==> config.mk <==
export PLATFORM = sky130hd
export DESIGN_NAME = lsfc_body_rotate
export DESIGN_NICKNAME = d
export VERILOG_FILES = /design/src/hw/rtl/lsfc_pkg.sv /design/src/hw/rtl/lsfc_body_rotate.sv
export SDC_FILE = /design/constraint.sdc
export NUM_CORES = 2
export LEC_CHECK = 0
export BUFFER_PORTS_ARGS = -buffer_cell sky130_fd_sc_hd__clkbuf_2
export CELL_PAD_IN_SITES_DETAIL_PLACEMENT = 1
export CELL_PAD_IN_SITES_GLOBAL_PLACEMENT = 1
export CORE_ASPECT_RATIO = 0.6
export CORE_MARGIN = 2
export CORE_UTILIZATION = 40
export DETAILED_ROUTE_END_ITERATION = 7
export PLACE_DENSITY = 0.67
export SLEW_MARGIN = 20
export SYNTH_ARGS = -nofsm -noshare
export SYNTH_HDL_FRONTEND = slang
export SYNTH_SLANG_ARGS = --single-unit
==> constraint.sdc <==
create_clock -name clk -period 8.75 [get_ports clk]
set_input_delay 0.4375 -clock clk [delete_from_list [all_inputs] [get_ports clk]]
set_output_delay 0.4375 -clock clk [all_outputs]
set_load 0.01 [all_outputs]
==> src/hw/rtl/lsfc_pkg.sv <==
package lsfc_pkg;

    localparam int POS_W         = 32;
    localparam int D_W           = POS_W + 1;
    localparam int Q_W           = 16;
    localparam int QZ_W          = 15;
    localparam int PROD_W        = 2 * Q_W;
    localparam int SUM_W         = PROD_W + 2;
    localparam int M_W           = 20;
    localparam int MUL_W         = M_W + D_W;
    localparam int B_W           = MUL_W + 2;
    localparam int CW            = B_W + 3;
    localparam int ZW            = 23;
    localparam int GAIN_W        = 16;
    localparam int GMUL_W        = ZW + GAIN_W;
    localparam int FIN_W         = 14;
    localparam int INC_W         = 15;
    localparam int THR_W         = 16;
    localparam int ANG_W         = 15;
    localparam int CFG_IDX_W     = 3;
    localparam int CFG_W         = 16;
    localparam int CORDIC_STEPS  = 16;
    localparam int ANG_TABLE_LEN = 24;
    localparam int STEP_W        = $clog2(ANG_TABLE_LEN);
    localparam int N_PROD        = 10;
    localparam int N_MAC         = 9;
    localparam int CNT_W         = 4;
    localparam int ANG_HALF_PI   = 1647099;

    typedef enum logic [1:0] {
        CMD_NONE = 2'd0,
        CMD_UP   = 2'd1,
        CMD_DOWN = 2'd2,
        CMD_STOP = 2'd3
    } cmd_t;

    typedef enum logic [CFG_IDX_W-1:0] {
        REG_PITCH_GAIN = 3'd0,
        REG_YAW_GAIN   = 3'd1,
        REG_FIN_LIMIT  = 3'd2,
        REG_THRUST_INC = 3'd3,
        REG_THRUST_MAX = 3'd4,
        REG_THRUST_MIN = 3'd5
    } cfg_idx_t;

    typedef enum logic [2:0] {
        T_IDLE,
        T_ROT,
        T_CORD,
        T_FIN,
        T_DONE
    } top_state_t;

    typedef enum logic [1:0] {
        R_IDLE,
        R_PROD,
        R_MAC
    } rot_state_t;

    typedef struct packed {
        logic                 vld;
        logic                 tag;
        logic signed [CW-1:0] x;
        logic signed [CW-1:0] y;
        logic signed [ZW-1:0] z;
    } cord_t;

    function automatic logic signed [ZW-1:0] atan_q20(input logic [STEP_W-1:0] i);
        logic signed [ZW-1:0] a;
        begin
            case (i)
                5'd0:    a = ZW'(823550);
                5'd1:    a = ZW'(486170);
                5'd2:    a = ZW'(256879);
                5'd3:    a = ZW'(130396);
                5'd4:    a = ZW'(65451);
                5'd5:    a = ZW'(32757);
                5'd6:    a = ZW'(16383);
                5'd7:    a = ZW'(8192);
                5'd8:    a = ZW'(4096);
                5'd9:    a = ZW'(2048);
                5'd10:   a = ZW'(1024);
                5'd11:   a = ZW'(512);
                5'd12:   a = ZW'(256);
                5'd13:   a = ZW'(128);
                5'd14:   a = ZW'(64);
                5'd15:   a = ZW'(32);
                5'd16:   a = ZW'(16);
                5'd17:   a = ZW'(8);
                5'd18:   a = ZW'(4);
                5'd19:   a = ZW'(2);
                5'd20:   a = ZW'(1);
                5'd21:   a = ZW'(1);
                default: a = '0;
            endcase
            return a;
        end
    endfunction

    // row-major walk through the 3x3 matrix
    function automatic logic [1:0] mac_row(input logic [CNT_W-1:0] k);
        logic [1:0] r;
        begin
            case (k)
                4'd0, 4'd1, 4'd2: r = 2'd0;
                4'd3, 4'd4, 4'd5: r = 2'd1;
                default:          r = 2'd2;
            endcase
            return r;
        end
    endfunction

    function automatic logic [1:0] mac_col(input logic [CNT_W-1:0] k);
        logic [1:0] c;
        begin
            case (k)
                4'd0, 4'd3, 4'd6: c = 2'd0;
                4'd1, 4'd4, 4'd7: c = 2'd1;
                default:          c = 2'd2;
            endcase
            return c;
        end
    endfunction

endpackage

==> src/hw/rtl/lsfc_body_rotate.sv <==
module lsfc_body_rotate (
    input  logic                              clk,
    input  logic                              rst_n,
    input  logic                              start,
    input  logic signed [lsfc_pkg::D_W-1:0]   dx,
    input  logic signed [lsfc_pkg::D_W-1:0]   dy,
    input  logic signed [lsfc_pkg::D_W-1:0]   dz,
    input  logic signed [lsfc_pkg::Q_W-1:0]   qx,
    input  logic signed [lsfc_pkg::Q_W-1:0]   qy,
    input  logic signed [lsfc_pkg::Q_W-1:0]   qz,
    input  logic signed [lsfc_pkg::Q_W-1:0]   qw,
    output logic                              done,
    output logic signed [lsfc_pkg::B_W-1:0]   bx,
    output logic signed [lsfc_pkg::B_W-1:0]   by,
    output logic signed [lsfc_pkg::B_W-1:0]   bz
);
    import lsfc_pkg::*;

    rot_state_t             state_reg, state_next;
    logic [CNT_W-1:0]       cnt_reg, cnt_next;
    logic                   done_reg, done_next;
    logic signed [PROD_W-1:0] prod_reg [0:N_PROD-1];
    logic signed [Q_W-1:0]  op_a, op_b;
    logic signed [SUM_W-1:0] e00, e01, e02, e10, e11, e12, e20, e21, e22;
    logic signed [M_W-1:0]  m_sel;
    logic signed [D_W-1:0]  d_sel;
    logic signed [M_W-1:0]  m_reg;
    logic signed [D_W-1:0]  d_reg;
    logic signed [MUL_W-1:0] mul_reg;
    logic signed [B_W-1:0]  bx_reg, by_reg, bz_reg;
    logic signed [B_W-1:0]  acc_in, acc_sum;
    logic [CNT_W-1:0]       acc_idx;

    // products: ww xx yy zz xy wz xz wy yz wx
    always_comb
    begin
        case (cnt_reg)
            4'd0:    begin op_a = qw; op_b = qw; end
            4'd1:    begin op_a = qx; op_b = qx; end
            4'd2:    begin op_a = qy; op_b = qy; end
            4'd3:    begin op_a = qz; op_b = qz; end
            4'd4:    begin op_a = qx; op_b = qy; end
            4'd5:    begin op_a = qw; op_b = qz; end
            4'd6:    begin op_a = qx; op_b = qz; end
            4'd7:    begin op_a = qw; op_b = qy; end
            4'd8:    begin op_a = qy; op_b = qz; end
            default: begin op_a = qw; op_b = qx; end
        endcase
    end

    always_comb
    begin
        e00 = SUM_W'(prod_reg[0]) + SUM_W'(prod_reg[1]) - SUM_W'(prod_reg[2])
              - SUM_W'(prod_reg[3]);
        e11 = SUM_W'(prod_reg[0]) - SUM_W'(prod_reg[1]) + SUM_W'(prod_reg[2])
              - SUM_W'(prod_reg[3]);
        e22 = SUM_W'(prod_reg[0]) - SUM_W'(prod_reg[1]) - SUM_W'(prod_reg[2])
              + SUM_W'(prod_reg[3]);
        e01 = SUM_W'(prod_reg[4]) + SUM_W'(prod_reg[5]);
        e10 = SUM_W'(prod_reg[4]) - SUM_W'(prod_reg[5]);
        e02 = SUM_W'(prod_reg[6]) - SUM_W'(prod_reg[7]);
        e20 = SUM_W'(prod_reg[6]) + SUM_W'(prod_reg[7]);
        e12 = SUM_W'(prod_reg[8]) + SUM_W'(prod_reg[9]);
        e21 = SUM_W'(prod_reg[8]) - SUM_W'(prod_reg[9]);
        // off-diagonal terms carry the factor of two, so shift one less
        case (cnt_reg)
            4'd0:    m_sel = M_W'(e00 >>> 14);
            4'd1:    m_sel = M_W'(e01 >>> 13);
            4'd2:    m_sel = M_W'(e02 >>> 13);
            4'd3:    m_sel = M_W'(e10 >>> 13);
            4'd4:    m_sel = M_W'(e11 >>> 14);
            4'd5:    m_sel = M_W'(e12 >>> 13);
            4'd6:    m_sel = M_W'(e20 >>> 13);
            4'd7:    m_sel = M_W'(e21 >>> 13);
            default: m_sel = M_W'(e22 >>> 14);
        endcase
        case (mac_col(cnt_reg))
            2'd0:    d_sel = dx;
            2'd1:    d_sel = dy;
            default: d_sel = dz;
        endcase
    end

    assign acc_idx = cnt_reg - CNT_W'(2);

    always_comb
    begin
        case (mac_row(acc_idx))
            2'd0:    acc_in = bx_reg;
            2'd1:    acc_in = by_reg;
            default: acc_in = bz_reg;
        endcase
        if (mac_col(acc_idx) == 2'd0)
            acc_sum = B_W'(mul_reg);
        else
            acc_sum = acc_in + B_W'(mul_reg);
    end

    always_comb
    begin
        state_next = state_reg;
        cnt_next   = cnt_reg;
        done_next  = 1'b0;
        case (state_reg)
            R_IDLE:
            begin
                if (start)
                begin
                    state_next = R_PROD;
                    cnt_next   = '0;
                end
            end
            R_PROD:
            begin
                if (cnt_reg == CNT_W'(N_PROD - 1))
                begin
                    state_next = R_MAC;
                    cnt_next   = '0;
                end
                else
                    cnt_next = cnt_reg + 1'b1;
            end
            R_MAC:
            begin
                // three-deep pipe: select, multiply, accumulate
                if (cnt_reg == CNT_W'(N_MAC + 1))
                begin
                    state_next = R_IDLE;
                    done_next  = 1'b1;
                end
                else
                    cnt_next = cnt_reg + 1'b1;
            end
            default: state_next = R_IDLE;
        endcase
    end

    always_ff @(posedge clk or negedge rst_n)
    begin
        if (!rst_n)
        begin
            state_reg <= R_IDLE;
            cnt_reg   <= '0;
            done_reg  <= 1'b0;
        end
        else
        begin
            state_reg <= state_next;
            cnt_reg   <= cnt_next;
            done_reg  <= done_next;
        end
    end

    always_ff @(posedge clk)
    begin
        if (state_reg == R_PROD)
            prod_reg[cnt_reg] <= PROD_W'(op_a * op_b);
        if (state_reg == R_MAC)
        begin
            if (cnt_reg < CNT_W'(N_MAC))
            begin
                m_reg <= m_sel;
                d_reg <= d_sel;
            end
            if (cnt_reg >= CNT_W'(1) && cnt_reg <= CNT_W'(N_MAC))
                mul_reg <= MUL_W'(m_reg * d_reg);
            if (cnt_reg >= CNT_W'(2))
            begin
                case (mac_row(acc_idx))
                    2'd0:    bx_reg <= acc_sum;
                    2'd1:    by_reg <= acc_sum;
                    default: bz_reg <= acc_sum;
                endcase
            end
        end
    end

    assign done = done_reg;
    assign bx   = bx_reg;
    assign by   = by_reg;
    assign bz   = bz_reg;

    a_done_from_mac: assert property (@(posedge clk) disable iff (!rst_n)
        done_reg |-> $past(state_reg == R_MAC))
        else $error("done without matrix pass");
    a_start_idle: assert property (@(posedge clk) disable iff (!rst_n)
        start |-> state_reg == R_IDLE)
        else $error("start while busy");
    a_prod_to_mac: assert property (@(posedge clk) disable iff (!rst_n)
        (state_reg == R_PROD && state_next == R_MAC) |-> cnt_reg == CNT_W'(N_PROD - 1))
        else $error("product phase cut short");

endmodule

Yosys cells after proc, flatten, opt, wreduce, memory -nomap -nowiden
Memory sizes are Yosys's and may differ from the RTL's. Cells that the tools add are included.

Bits in latches: 0. Output and inout bits: 166. Word-level logic and storage cells: 110. Memories: 1. Input bits: 166. Register bits after elaboration: 278. Memory bits (read-only): 0. RAM bits: 320.

Reduce and logical (&&, ||, !) cells: 27. Add/sub/neg operators: 17. Multiply operators: 2. Equal/unequal tests: 26. Divide/modulo/power cells: 0. Bitwise gates (word level): 1. Order comparisons: 4. Multiplexer cells: 23. Shift operators: 0.

Memory list: prod_reg (depth 10, bits a word 32, read ports 10, clocked after Yosys merged registers in 0, write ports 1, line lsfc_body_rotate.sv:22) `logic signed [PROD_W-1:0] prod_reg [0:N_PROD-1];`.

Operators with widths (count): $pmux W20 S8 (1); $add A32 B32 Y33 (4); $sub A32 B32 Y33 (4); $pmux W55 S2 (1); $pmux W16 S3 (2); $sub A33 B32 Y34 (2); $sub A34 B32 Y34 (2); $pmux W33 S2 (1); $add A55 B53 Y55 (1); $mux W55 (1); $mul A20 B33 Y53 (1); $add A33 B32 Y34 (1); $add A34 B32 Y34 (1); $eq A4 B3 Y1 const B (8); $mul A16 B16 Y32 (1); $reduce_or A3 Y1 (8); $eq A4 B2 Y1 const B (4); $reduce_and A3 Y1 (5); $eq A4 B4 Y1 const B (3); $mux W4 (3); $pmux W2 S2 (3); $pmux W4 S3 (1); $logic_not A2 Y1 (5); $mux W2 (5); other kinds (19) (32).

Depth between registers and ports, before layout
Depth after elaboration: 10. Gate-level depth with buffers: 36. Depth with buffers taken out: 32.

Worst setup path after synthesis
OpenSTA, ideal clock, no wires.

Kind: register to register. Start point: register cnt_reg[0]. End point: memory prod_reg[0][25] in the netlist's numbering, data pin. Path buffers: 3. Required time: 8.405 ns. Stages on the path, launching flop included: 31. Period minus slack after synthesis: 8.400 ns. Setup time: 0.345 ns. Arrival time: 8.054 ns. Slack: 0.350 ns. Cells stage by stage: dfrtp_1 -> inv_1 -> ha_1 -> clkbuf_1 -> nor2_1 -> a211oi_1 -> nor3_1 -> clkbuf_1 -> mux2_2 -> clkbuf_1 -> nor2_1 -> fa_1 -> inv_1 -> fa_1 -> fa_1 -> inv_1 -> fa_1 -> fa_1 -> inv_1 -> fa_1 -> inv_1 -> ha_1 -> or2_2 -> o31ai_1 -> a211oi_1 -> nand3_1 -> a21oi_1 -> o211a_1 -> o21a_1 -> o21ai_0 -> o311ai_0.

Longest elaborated chain between the ends: 4. Elaborated cells between the ends (all ways): 16. Classes of those cells: mul: 1; eq/ne: 8; mux: 2; reduce/logical: 5.

Ends and longest elaborated chain: start: declaration (line lsfc_body_rotate.sv:20) `logic [CNT_W-1:0] cnt_reg, cnt_next;`; start signal: assignment (line lsfc_body_rotate.sv:149) `cnt_reg <= cnt_next;`; $eq A4 B2 Y1 (tied with other cells) (line lsfc_body_rotate.sv:37) `case (cnt_reg)`; $reduce_or A4 Y1 (no line) (tied with other cells); $pmux W16 S3 (line lsfc_body_rotate.sv:37); $mul A16 B16 Y32 (*) (line lsfc_body_rotate.sv:157) `prod_reg[cnt_reg] <= PROD_W'(op_a * op_b);`; end: declaration (line lsfc_body_rotate.sv:22).

Every way passes the cells marked *; elsewhere a longest branch is shown, timed or not.

Worst setup path after layout
Start point: register d_reg[16]. End point: register mul_reg[51], data pin.

Longest elaborated chain between the ends: 1.

Ends and longest elaborated chain: start: declaration (line lsfc_body_rotate.sv:28) `logic signed [D_W-1:0] d_reg;`; start signal: assignment (line lsfc_body_rotate.sv:163) `d_reg <= d_sel;`; $mul A20 B33 Y53 (line lsfc_body_rotate.sv:166) `mul_reg <= MUL_W'(m_reg * d_reg);`; end signal: assignment (line lsfc_body_rotate.sv:166); end: declaration (line lsfc_body_rotate.sv:29) `logic signed [MUL_W-1:0] mul_reg;`.

No other way between the ends. A chain may end at the register's enable or synchronous reset.

==> flow_summary_export.csv <==
group,metric,value,unit
outcome,status,"completed",
yosys,synth_compound_area_share,10.62,%
layout,layout.nets,9147,
clock_tree,clk_path_buf_depth,3,
place,gp_congestion,0.9277,
setup_path,worst-path-stages,27,
routing,drt_first_pass_iters,6,
floorplan,die_w,546.7,um
yosys,ys_seq_elements,598,
clock_tree,insertion_delay,680,ps
routing,routed_wl,239100,um
yosys,syn_area,0.07068,mm^2
global_route,grt_max_degree,62,
timing,tns,0,ps
timing,timing.final.crit_share,95.47,%
clock_tree,path_clk_slew,60,ps
global_route,grt_usage,26.58,%
floorplan,die_h,329.6,um
layout,layout-area-overhead-vs-synth,11.95,%
yosys,synth_nets,8720,
setup_path,crit_fanout,10,
setup_path,max_stage_delay,850,ps
setup_path,worstSetupStartpointType,"flop",
clock_tree,root_buffer,"clkbuf_16",
yosys,synthMuxAreaShare,1.282,%
setup_path,reg2reg_depth,27,
yosys,synth_xor_area_share,4.349,%
routing,via_per_inst,5.501,
min_path,min_path_type,"in2reg",
setup_path,critical_path_arrival,8800,ps
floorplan,core,0.1755,mm^2
layout,drive_gt1_share,10.56,%
yosys,synth_cells,6999,
setup_path,path_buf_inv,7,
layout,layout_commonest_cell,"inv_1",
setup_path,setup.worst_path.end_class,"flop",
clock_tree,cts.sinks,598,
yosys,syn_area_per_cell,10.10,um^2
clock_tree,cts_made_buffers,69,
yosys,yosys_warnings,0,
routing,drt_iter0_markers,5133,
yosys,ys.flop_type,"edfxtp_1",
routing,drc,0,
layout,antenna_cells,0,
global_route,antenna_found_initial,8,
timing,max_slew.worst_pin.slew,1131,ps
timing,finalCriticalPeriod,8354,ps
place,port_buffers,331,
setup_path,required,9200,ps
clock_tree,cts_tree,"built",
yosys,yosysSeqAreaShare,25.36,%
global_route,grt_pass1_wl,362700,um
setup_path,crit_path_top_delay_cell,"edfxtp_1",
floorplan,dieArea,0.1802,mm^2
layout,mostFrequentLayoutCells,"1200 x inv_1, 1046 x fa_1, 740 x nand2_1",
floorplan,placementRows,119,
routing,antenna_left,0,
timing,grt_setup_unrepaired,"no",
timing,finalSetupViolCount,0,
run,drv_cap,0,
clock_tree,cts_max_level,3,
routing,post_drt_wl_per_cell,24.31,um
setup_path,crit_family,"adder cells",
global_route,grt-ovfl-total,0,
timing,skew,65.84,ps
yosys,synth_edf_count,591,
yosys,synth_fa_ha_area_share,38.64,%
place,place_hpwl,199600,um
setup_path,criticalPathCategory,"reg2reg",
floorplan,start_util,40.26,%
yosys,async_reset_ff_share,1.171,%
timing,max-slew-margin-rel,23.81,%
yosys,synth-simple-area-share,12.09,%
layout,largest_register_ff_count,320,
setup_path,crit_top_cell,"fa_1",
timing,slew_viol_final,0,
floorplan,io_pins,332,
yosys,yosysUniqueCellTypes,84,
yosys,synth_top_family_by_area,"adder cells",
timing,fmax,119.7,MHz
timing,hold_viol,0,
global_route,grt_pass1_vias,57180,
min_path,holdPathStages,3,
routing,vias,54120,
-- cell families after synthesis --
group / Yosys count
xor gates and xnor gates: 351
AOI/OAI and AO/OA: 1143
and+or+nand+nor: 1822
buffers and inverters: 1441
DFF: 598
muxes: 89
adders and majority gates: 1555
-- final timing paths --
kind | from | endpoint | slack, ps
setup / recovery | d_reg[16] | mul_reg[51] | 400
setup reg to reg | d_reg[16] | mul_reg[51] | 400
hold / removal | dz[23] | d_reg[23] | 110
hold reg to reg | state_reg[1] | state_reg[1] | 610
min in group asynchronous | rst_n | cnt_reg[3] | 180
max in group asynchronous | rst_n | cnt_reg[2] | 8360
-- through the flow --
step	utilization, %	setup WS, ps	instance area [um^2]	std cells	hold slack (ps)
detailed placement	43.53	141.5	76420	9687	325.1
floorplan	-	350.3	70680	6999	141.9
global placement	43.53	312.9	76420	9687	318.8
global route	45.08	5.453	79130	9838	93.83
finish	45.08	396.1	79130	9838	113.9
CTS	44.85	101.2	78720	9812	54.41
-- cells in the mapped netlist (17+ instances only) --
master       n  area [um^2]
nand2_1    741         2781
nor2_1     381         1430
nand2b_1    62        387.9
o21ai_0    236         1181
or3_1       26        162.7
and3_1      39        244.0
xor2_1     121         1060
xnor2_1    230         2014
inv_1     1200         4504
nand3_1     65        325.3
a31oi_1     29        181.4
nor3_1      60        300.3
o31ai_1     30        225.2
nor4_1      24        150.1
o21bai_1    44        330.3
nor2b_1     33        206.5
or2_2       23        143.9
a222oi_1    52        520.5
o211ai_1    20        150.1
and2_1     282         1764
ha_1       509         6369
a21oi_1    316         1582
o21a_1      50        375.4
nand4_1     40        250.2
clkbuf_1   227        852.1
mux2i_1     77        770.7
a211oi_1    31        232.7
a22oi_1     17        127.6
fa_1      1046        20940
edfxtp_1   591        17750
a21o_1     131        983.4
-- layer usage --
| metal | GRT usage (%) | wire length [um] | vias up |
|---|---|---|---|
| li1 | - | - | 23830 |
| met1 | 44.52 | 124300 | 28250 |
| met2 | 34.23 | 88420 | 1901 |
| met3 | 6.580 | 23950 | 140 |
| met4 | 3.158 | 2482 | 0 |
| met5 | 0 | 0 | - |
-- repair_timing --
item | CTS | global route
buffers inserted | 0 | 26
hold endpoints to repair | 7 | 0
endpoints found under the setup margin | 0 | 85
hold buffers | 1 | 0
resized for setup | 0 | 14
-- worst min-delay path: cells and delay by family --
family,cells,cell delay (ps)
buffers and inverters,2,130
AO/OA/AOI/OAI,1,60
-- layout make-up --
cell class	count	area (um^2)
Fill cell	19570	96420
Inverter	1201	4508
Timing Repair Buffer	596	3934
Tap cell	2359	2952
Multi-Input combinational cell	4960	47520
Clock buffer	84	1836
Clock inverter	40	462.9
Sequential cell	598	17920
Power is left out: the tool's default activity adds up to more than one toggle a clock period on the data nets, which glitch-free logic cannot reach.
